File: src/rtl/core/mexp_pkg.sv
`default_nettype none

package mexp_pkg;

    // operand widths actually used by the datapath
    localparam int MOD_WIDTH = 32;
    localparam int EXP_WIDTH = 64;

    // bit counter for the serial multiplier, wide enough to hold MOD_WIDTH
    localparam int CNT_WIDTH = $clog2(MOD_WIDTH + 1);

    // input item
    typedef struct packed {
        logic [31:0] base_value;
        logic [63:0] exponent;
        logic [31:0] modulus;
    } mexp_in_t;

    // result item
    typedef struct packed {
        logic [31:0] residue;
        logic        bad_modulus;
    } mexp_out_t;

    // request into the serial modular multiplier
    typedef struct packed {
        logic                 go;
        logic [MOD_WIDTH-1:0] a;
        logic [MOD_WIDTH-1:0] b;
    } mexp_mul_req_t;

    // response from the serial modular multiplier
    typedef struct packed {
        logic                 done;
        logic [MOD_WIDTH-1:0] product;
    } mexp_mul_rsp_t;

endpackage

`default_nettype wire

File: src/rtl/core/mexp_modmul.sv
`default_nettype none

// bit-serial modular multiplier: a * b mod m, one bit of b per cycle, msb first
// needs a < m; b may take any value
module mexp_modmul
    import mexp_pkg::*;
(
    input  wire logic                 clk,
    input  wire logic                 rst_n,
    input  wire mexp_mul_req_t        req,
    input  wire logic [MOD_WIDTH-1:0] m,
    output mexp_mul_rsp_t             rsp
);

    logic                 running_reg, running_next;
    logic                 done_reg, done_next;
    logic [CNT_WIDTH-1:0] count_reg, count_next;
    logic [MOD_WIDTH-1:0] a_reg, a_next;
    logic [MOD_WIDTH-1:0] b_reg, b_next;
    logic [MOD_WIDTH-1:0] r_reg, r_next;

    logic [MOD_WIDTH:0]   m_ext;
    logic [MOD_WIDTH:0]   dbl;
    logic [MOD_WIDTH:0]   dbl_red;
    logic [MOD_WIDTH:0]   sum;
    logic [MOD_WIDTH:0]   sum_red;

    // one step: r = (2r + bit * a) mod m, each half reduced by a single subtract
    always_comb
    begin
        m_ext   = {1'b0, m};
        dbl     = {r_reg, 1'b0};
        dbl_red = (dbl >= m_ext) ? dbl - m_ext : dbl;
        sum     = dbl_red + (b_reg[MOD_WIDTH-1] ? {1'b0, a_reg} : '0);
        sum_red = (sum >= m_ext) ? sum - m_ext : sum;
    end

    // load, step and finish control
    always_comb
    begin
        running_next = running_reg;
        done_next    = 1'b0;
        count_next   = count_reg;
        a_next       = a_reg;
        b_next       = b_reg;
        r_next       = r_reg;
        priority if (req.go)
        begin
            running_next = 1'b1;
            count_next   = CNT_WIDTH'(MOD_WIDTH);
            a_next       = req.a;
            b_next       = req.b;
            r_next       = '0;
        end
        else if (running_reg)
        begin
            r_next     = sum_red[MOD_WIDTH-1:0];
            b_next     = {b_reg[MOD_WIDTH-2:0], 1'b0};
            count_next = count_reg - 1'b1;
            if (count_reg == CNT_WIDTH'(1))
            begin
                running_next = 1'b0;
                done_next    = 1'b1;
            end
        end
        else
        begin
            // idle: nothing to do
            running_next = 1'b0;
        end
    end

    // control state
    always_ff @(posedge clk or negedge rst_n)
    begin
        if (!rst_n)
        begin
            running_reg <= 1'b0;
            done_reg    <= 1'b0;
            count_reg   <= '0;
        end
        else
        begin
            running_reg <= running_next;
            done_reg    <= done_next;
            count_reg   <= count_next;
        end
    end

    // operand and partial result shift registers
    always_ff @(posedge clk)
    begin
        a_reg <= a_next;
        b_reg <= b_next;
        r_reg <= r_next;
    end

    assign rsp.done    = done_reg;
    assign rsp.product = r_reg;

endmodule

`default_nettype wire

File: src/rtl/core/modular_exponentiation.sv
`default_nettype none

// channel   | ports                           | transfer
// ----------+---------------------------------+-----------------------------------
// operands  | start, busy, operands           | rising edge with start high, busy low
// result    | done, result                    | the single cycle with done high
//
// square-and-multiply over the exponent, lsb first, on one serial multiplier.
// each modular product passes through issue, load and MOD_WIDTH steps, and each
// exponent bit passes through the scan state ST_STEP. a zero modulus reports in
// the cycle after the transfer. reset clears the control state only; the result
// cannot be stalled, and for a nonzero modulus busy stays high from the transfer
// in until the cycle in which done is high.
module modular_exponentiation
    import mexp_pkg::*;
(
    input  wire logic      clk,
    input  wire logic      rst_n,
    input  wire logic      start,
    output logic           busy,
    input  wire mexp_in_t  operands,
    output logic           done,
    output mexp_out_t      result
);

    typedef enum logic [2:0] {
        ST_IDLE,
        ST_REDUCE,
        ST_STEP,
        ST_ACC,
        ST_SQUARE
    } state_t;

    state_t               state_reg, state_next;
    logic                 done_reg, done_next;
    mexp_out_t            result_reg, result_next;
    mexp_mul_req_t        req_reg, req_next;
    logic [MOD_WIDTH-1:0] m_reg, m_next;
    logic [EXP_WIDTH-1:0] exp_reg, exp_next;
    logic [MOD_WIDTH-1:0] acc_reg, acc_next;
    logic [MOD_WIDTH-1:0] pw_reg, pw_next;

    mexp_mul_rsp_t        rsp;
    logic [MOD_WIDTH-1:0] m_in;
    logic [MOD_WIDTH-1:0] one_in;
    logic [EXP_WIDTH-1:0] exp_shift;
    logic                 exp_last;

    // shared serial multiplier
    mexp_modmul u_modmul (
        .clk   (clk),
        .rst_n (rst_n),
        .req   (req_reg),
        .m     (m_reg),
        .rsp   (rsp)
    );

    // operand views and exponent scan
    always_comb
    begin
        m_in      = operands.modulus[MOD_WIDTH-1:0];
        one_in    = (m_in == MOD_WIDTH'(1)) ? '0 : MOD_WIDTH'(1);
        exp_shift = exp_reg >> 1;
        exp_last  = (exp_shift == '0);
    end

    // sequencer
    always_comb
    begin
        state_next  = state_reg;
        done_next   = 1'b0;
        result_next = result_reg;
        req_next    = req_reg;
        req_next.go = 1'b0;
        m_next      = m_reg;
        exp_next    = exp_reg;
        acc_next    = acc_reg;
        pw_next     = pw_reg;
        unique case (state_reg)
            ST_IDLE:
            begin
                if (start)
                begin
                    if (m_in == '0)
                    begin
                        done_next               = 1'b1;
                        result_next.residue     = '0;
                        result_next.bad_modulus = 1'b1;
                    end
                    else
                    begin
                        m_next     = m_in;
                        exp_next   = operands.exponent[EXP_WIDTH-1:0];
                        acc_next   = one_in;
                        req_next   = '{go: 1'b1, a: one_in,
                                       b: operands.base_value[MOD_WIDTH-1:0]};
                        state_next = ST_REDUCE;
                    end
                end
            end
            ST_REDUCE:
            begin
                // power starts as base mod m
                if (rsp.done)
                begin
                    pw_next    = rsp.product;
                    state_next = ST_STEP;
                end
            end
            ST_STEP:
            begin
                if (exp_reg[0])
                begin
                    req_next   = '{go: 1'b1, a: acc_reg, b: pw_reg};
                    state_next = ST_ACC;
                end
                else
                begin
                    exp_next = exp_shift;
                    if (exp_last)
                    begin
                        done_next               = 1'b1;
                        result_next.residue     = 32'(acc_reg);
                        result_next.bad_modulus = 1'b0;
                        state_next              = ST_IDLE;
                    end
                    else
                    begin
                        req_next   = '{go: 1'b1, a: pw_reg, b: pw_reg};
                        state_next = ST_SQUARE;
                    end
                end
            end
            ST_ACC:
            begin
                if (rsp.done)
                begin
                    acc_next = rsp.product;
                    exp_next = exp_shift;
                    if (exp_last)
                    begin
                        done_next               = 1'b1;
                        result_next.residue     = 32'(rsp.product);
                        result_next.bad_modulus = 1'b0;
                        state_next              = ST_IDLE;
                    end
                    else
                    begin
                        req_next   = '{go: 1'b1, a: pw_reg, b: pw_reg};
                        state_next = ST_SQUARE;
                    end
                end
            end
            ST_SQUARE:
            begin
                if (rsp.done)
                begin
                    pw_next    = rsp.product;
                    state_next = ST_STEP;
                end
            end
            default:
            begin
                state_next = ST_IDLE;
            end
        endcase
    end

    // state, registered outputs and multiplier request
    always_ff @(posedge clk or negedge rst_n)
    begin
        if (!rst_n)
        begin
            state_reg <= ST_IDLE;
            done_reg  <= 1'b0;
            req_reg   <= '0;
        end
        else
        begin
            state_reg <= state_next;
            done_reg  <= done_next;
            req_reg   <= req_next;
        end
    end

    // payload registers
    always_ff @(posedge clk)
    begin
        result_reg <= result_next;
        m_reg      <= m_next;
        exp_reg    <= exp_next;
        acc_reg    <= acc_next;
        pw_reg     <= pw_next;
    end

    assign busy   = (state_reg != ST_IDLE);
    assign done   = done_reg;
    assign result = result_reg;

endmodule

`default_nettype wire

File: config.mk
export PLATFORM = sky130hd
export DESIGN_NAME = modular_exponentiation
export DESIGN_NICKNAME = d
export VERILOG_FILES = /design/src/rtl/core/mexp_pkg.sv /design/src/rtl/core/mexp_modmul.sv /design/src/rtl/core/modular_exponentiation.sv
export SDC_FILE = /design/constraint.sdc
export NUM_CORES = 1
export LEC_CHECK = 0
export ABC_AREA = 1
export ABC_CLOCK_PERIOD_IN_PS = 4820
export BUFFER_PORTS_ARGS = -buffer_cell sky130_fd_sc_hd__buf_4
export CORE_UTILIZATION = 55
export CTS_CLUSTER_DIAMETER = 80
export DETAILED_ROUTE_END_ITERATION = 8
export GPL_TIMING_DRIVEN = 0
export PLACE_DENSITY = 0.79
export SLEW_MARGIN = 10
export SYNTH_ARGS = -nofsm -noshare
export SYNTH_HDL_FRONTEND = slang
export SYNTH_SLANG_ARGS = --single-unit
File: constraint.sdc
create_clock -name clk -period 4.82 [get_ports clk]
set_input_delay 0.241 -clock clk [delete_from_list [all_inputs] [get_ports clk]]
set_output_delay 0.241 -clock clk [all_outputs]
set_load 0.005 [all_outputs]
==> results of run 1 <==
==> path summary, 6_finish.rpt <==
path,endpoint,from,cells after the start,slack (ns)
setup / recovery,u_modmul.r_reg[29],u_modmul.r_reg[31],37,-0.79
hold / removal,exp_reg[0],operands[32],3,0.01
setup reg to reg,u_modmul.r_reg[29],u_modmul.r_reg[31],37,-0.79
hold reg to reg,u_modmul.a_reg[29],req_reg[61],0,0.47
max in group asynchronous,req_reg[64],rst_n,2,3.68
min in group asynchronous,u_modmul.count_reg[3],rst_n,2,0.40
==> cell families after synthesis <==
| kind of cell | after synthesis | share of synthesized area [%] |
|---|---|---|
| xor+xnor | 71 | 2.80 |
| compound gates | 488 | 12.9 |
| flops | 366 | 46.2 |
| fa+ha+maj | 101 | 5.78 |
| buf+inv | 441 | 7.73 |
| simple gates | 1314 | 24.6 |
==> critical path: cells and delay by family (launching register included) <==
kind / cells / cell delay, ns
flip-flops: 1 / 0.45
adder cells (fa/ha/maj): 3 / 0.78
AO/OA/AOI/OAI: 3 / 0.47
buffers and inverters: 8 / 1.01
AND/OR/NAND/NOR: 22 / 2.57
XOR/XNOR: 1 / 0.24
==> routing by layer <==
layer | global-route usage (%) | vias up
met3 | 7.53 | 246
li1 | - | 10100
met2 | 57.9 | 1346
met4 | 16.1 | 2
met5 | 0 | -
met1 | 53.0 | 10700
==> synth_stat cells, types with 25 or more instances <==
cell type / number
xor2_1: 44
o21a_1: 33
inv_1: 337
o211ai_1: 25
xnor2_1: 27
dfxtp_1: 32
a21oi_1: 152
nand4_1: 50
dfrtp_1: 77
edfxtp_1: 257
clkbuf_1: 69
ha_1: 98
nand2_1: 884
a22o_1: 30
o21ai_0: 176
nand3_1: 124
nor2_1: 179
==> layout make-up <==
type,count,share of cell area (%)
Tap cell,525,2.18
Clock buffer,52,3.78
Buffer,93,1.80
Clock inverter,25,1.05
Multi-Input combinational cell,1974,41.3
Timing Repair Buffer,396,11.3
Inverter,348,4.38
Sequential cell,366,34.2
==> through the flow <==
stage               setup slack (ns)  instances  area, um^2
floorplan                     0.0256       2781       22300
global placement               -1.89       3471       24200
detailed placement             -2.00       3476       24300
CTS                           -0.430       3747       29400
global route                  -0.888       3779       30100
finish                        -0.787       3779       30100
==> cell usage in the layout, fill, tap and decap left out, types with 27 or more instances in the layout <==
cell type      netlist  layout
ha_4                 0      60
a21oi_2              0      30
a21oi_1            152     114
o21ai_0            176     150
dlygate4sd3_1        0     102
nand3_2              1      35
nand4_1             50      50
ha_1                98      35
a22o_1              30      30
nand2_2              5     102
dfrtp_1             77      76
nor2_1             179     148
edfxtp_1           257     257
xor2_1              44      32
o21a_1              33      33
nand2_4              5      27
buf_4                1     275
clkbuf_1            69      65
nand2_1            884     764
inv_2               10      61
nand3_1            124      85
clkbuf_16            0      47
inv_1              337     283
==> what timing repair did <==
item                                    in CTS  in global routing
buffers inserted                            85                 31
hold buffers                               102                  0
gates cloned                                 7                  1
gates resized for setup                    440                112
endpoints found under the setup margin      32                 32
hold endpoints to repair                   178                  0
pin swaps                                  158                 77
==> metrics.csv, run 1 <==
metric,value,unit
ratio of cells with drive above 1 in the final layout,25.6,%
final WL,79900,um
area of the multi-input gates,0.0124,mm^2
"Remaining Overflow, GRT",0,
total global-route track usage,38.0,%
I/O Pins,166,
initial detailed-routing violation count,2623,
sort of element at the start of the critical path,flip-flop,
number of storage elements in the synthesis netlist,366,
Filler cells,2730,
final slew viol count,0,
slowest CP cell,dfxtp_1,
starting utilization of the core area,55.9,%
max_cap viols,0,
number of antenna violations at the first check in global routing,1,
wire length of the first global-routing pass,120000,um
library cell occupying the most area in the post-synthesis netlist,edfxtp_1,
number of enable flip-flop cells after synthesis,257,
share of synthesized registers carrying an async set or reset,21.0,%
DIE AREA,0.0413,mm^2
Std-Cell Core Area,0.0398,mm^2
sum of met3 wire segment lengths after detailed routing,8360,um
data required time at the worst endpoint,5.33,ns
"Net Count, Synth",3013,
WL met1,32500,um
first-pass iteration count of the detailed router,8,
biggest area contributors in the synthesized netlist,"edfxtp_1 (35%), nand2_1 (15%), dfrtp_1 (8.7%)",
arrival time of data at the critical path endpoint,6.12,ns
portion of synthesized cell area occupied by the leading cell type,34.7,%
detailed-placement wirelength estimate,55000,um
synthesized cell area,0.0222,mm^2
remaining antenna violation count after routing,0,
sum of negative setup slack,-23.97,ns
RSZ-0062 raised after global routing,true,
top_reg_cell synth,edfxtp_1,
Critical Path Sink Type,flip-flop,
final number of setup-violating endpoints,32,
number of placement rows,73,
via density per instance,5.95,
Post-Synthesis Mean Instance Area,8.00,um^2
cell mode on critical path,nand2_1,
detailed-routed wire length on met2,35300,um
DRC violation count after routing,0,
PnR worst setup slack,-0.787,ns
die outline height,203,um
clock latency on the worst-skew pair,0.58,ns
vias,22500,
Achievable Freq,178,MHz
Hold/Removal Path Class,input port to flip-flop,
"Period Utilization, post-route",116,%
CTS tree,built,
number of instances in the synthesized netlist,2781,
number of hold violations in the final report,0,
core occupancy in the finished layout,75.7,%
die boundary width,203,um
Bufs on Longest Clock Path,3,
Worst Skew,0.0175,ns
peak per-stage delay on the critical path,0.45,ns
number of global-route vias before repair,21500,
placer congestion estimate,0.976,
transition time at the pin with the least slew margin,1.46,ns
Sink Count,366,
highest routed metal layer,met5,
number of nets at the end of the flow,3453,
Antenna Diode Count,0,
max FFs per register,65,
run status,"finished, violations left",
Max Fanout on Critical Path,8,
Slew headroom,2.24,%
Unique masters post-synth,53,
"Worst Path Class, Setup",flip-flop to flip-flop,
violations in the final reports,negative setup slack,
largest net degree at the start of global routing,78,
area added between synthesis and finish,35.5,%
buffer cell driving the clock tree root,clkbuf_16,
count of H-tree levels built during CTS,2,
routed len/inst,21.2,um
final hold slack,0.0104,ns
Final min period,5.61,ns
number of buffers added on ports,165,
number of CTS-inserted buffers,42,
share of synthesized area occupied by flip-flops and latches,46.2,%
flip-flop and latch area,0.0103,mm^2
Yosys warning count,0,
Clock transition at path regs,0.06,ns
Power of run 1 is not shown: default switching activity piles up to over one toggle a cycle in this logic, so the estimate is an artifact.
==> run 2, diff against run 1 <==
- BUFFER_PORTS_ARGS: -buffer_cell sky130_fd_sc_hd__buf_4 -> not set
- CAP_MARGIN: not set -> 20
- DONT_BUFFER_PORTS: not set -> 1
- PLACE_DENSITY: 0.79 -> 0.75
==> metrics.csv, run 2 (synthesis gave the netlist of run 1 again) <==
metric,value,unit
run status,"finished, violations left",
violations in the final reports,negative setup slack,
number of antenna violations at the first check in global routing,1,
die boundary width,203,um
family of cells with the greatest summed delay on the critical path,simple AND/OR/NAND/NOR gates,
detailed-placement wirelength estimate,55300,um
wire length of the first global-routing pass,117000,um
max FFs per register,65,
startpoint of the worst setup timing path,u_modmul.r_reg[31],
Achievable Freq,179,MHz
count of H-tree levels built during CTS,2,
DRC violation count after routing,0,
WL met1,33300,um
slowest CP cell,dfxtp_1,
number of hold violations in the final report,0,
"Remaining Overflow, GRT",0,
buffer cell driving the clock tree root,clkbuf_16,
worst reg2reg setup slack,-0.78,ns
vias,21700,
final slew viol count,0,
Sink Count,366,
Final min period,5.60,ns
Std-Cell Core Area,0.0398,mm^2
Clock transition at path regs,0.06,ns
routed len/inst,21.9,um
area added between synthesis and finish,30.1,%
clock latency on the worst-skew pair,0.60,ns
worst reg2reg path startpoint,u_modmul.r_reg[31],
number of nets at the end of the flow,3295,
Filler cells,2974,
largest net degree at the start of global routing,78,
detailed-routed wire length on met2,35300,um
remaining antenna violation count after routing,0,
destination of the worst register-to-register timing path,u_modmul.r_reg[29],
initial detailed-routing violation count,2358,
total global-route track usage,37.5,%
arrival time of data at the critical path endpoint,6.11,ns
Slew headroom,24.5,%
sum of met3 wire segment lengths after detailed routing,6840,um
final number of setup-violating endpoints,32,
final hold slack,0.140,ns
max_cap viols,0,
number of global-route vias before repair,20700,
cell depth of the worst flop-to-flop path,29,
I/O Pins,166,
"commonest non-fill, non-tap cell in the layout",nand2_1,
final WL,79200,um
ratio of cells with drive above 1 in the final layout,20.5,%
PnR worst setup slack,-0.778,ns
Bufs on Longest Clock Path,3,
highest routed metal layer,met4,
"Worst Path Class, Setup",flip-flop to flip-flop,
starting utilization of the core area,55.9,%
Max Fanout on Critical Path,10,
Crit path depth,29,
first-pass iteration count of the detailed router,8,
Critical Path Sink Type,flip-flop,
number of buffers added on ports,0,
number of CTS-inserted buffers,42,
number of placement rows,73,
placer congestion estimate,0.984,
Hold/Removal Path Class,input port to flip-flop,
"Period Utilization, post-route",116,%
Antenna Diode Count,0,
peak per-stage delay on the critical path,0.61,ns
data required time at the worst endpoint,5.33,ns
sort of element at the start of the critical path,flip-flop,
DIE AREA,0.0413,mm^2
highest-count cells in the layout ignoring fill and taps,"nand2_1 (777), inv_1 (285), edfxtp_1 (257)",
RSZ-0062 raised after global routing,true,
CTS tree,built,
die outline height,203,um
cell mode on critical path,nand2_1,
transition time at the pin with the least slew margin,1.13,ns
Worst Skew,0.0261,ns
via density per instance,5.99,
critical path buffer and inverter count,5,
critical path capture point,u_modmul.r_reg[29],
==> run 2: changes by cell type in the layout (fill, tap and decap cells not counted), sizes merged <==
cell / delta
bufinv: -1
clkinvlp: -8
buf: -184
inv: +1
clkinv: +1
clkbuf: +6
dlygate4sd3: +28
==> run 2: final cells by class <==
cell class / instances / area, um^2 / share of cell area (%)
multi-input cells: 1974 / 12400 / 42.9
flip-flops and latches: 366 / 10300 / 35.7
repair buffers: 238 / 2290 / 7.92
inverters: 348 / 1320 / 4.57
clock buffers: 60 / 1160 / 4.00
well taps: 525 / 657 / 2.27
plain buffers: 93 / 544 / 1.88
clock inverters: 18 / 244 / 0.843
==> run 2: how the worst min path moves through the flow <==
| stage | from | to | slack (ns) | cells after the start |
|---|---|---|---|---|
| floorplan | rst_n | done | -0.05 | 0 |
| global placement | rst_n | req_reg[35] | -0.05 | 0 |
| detailed placement | rst_n | req_reg[35] | -0.05 | 0 |
| CTS | operands[0] | done | 0.12 | 5 |
| global route | operands[0] | done | 0.16 | 5 |
| finish | operands[0] | done | 0.14 | 5 |
==> run 2: worst reg2reg max path, delay by kind of cell, from the launching register on <==
kind,cells,cell delay [ns]
AO/OA/AOI/OAI,6,1.21
flip-flops,1,0.61
AND/OR/NAND/NOR,14,1.59
XOR/XNOR,2,0.53
adder cells (fa/ha/maj),2,0.66
buffers and inverters,5,0.89
==> run 2: layer usage <==
| metal | vias up | track usage [%] |
|---|---|---|
| li1 | 9809 | - |
| met4 | 0 | 16.7 |
| met5 | - | 0 |
| met2 | 1230 | 57.4 |
| met3 | 233 | 6.02 |
| met1 | 10400 | 52.4 |
==> run 2: metrics by stage <==
step                utilization [%]  area [um^2]  TNS (ns)  setup slack, ns  std cells
floorplan                         -        22300         0           0.0256       2781
CTS                            70.6        28100    -12.76           -0.419       3602
finish                         72.7        28900    -23.19           -0.778       3622
global placement               57.6        22900   -114.62            -1.95       3306
detailed placement             58.0        23100    -63.08            -2.02       3313
global route                   72.7        28900    -28.28           -0.931       3622
==> run 2: repair_timing <==
| action | in CTS | in global routing |
|---|---|---|
| setup buffers | 76 | 19 |
| pin swaps | 130 | 130 |
| gates cloned | 4 | 1 |
| endpoints found under the hold margin | 206 | 0 |
| hold buffers | 131 | 0 |
| setup endpoints to repair | 32 | 32 |
| gates resized for setup | 398 | 157 |
Power of run 2 is left out for the same reason.
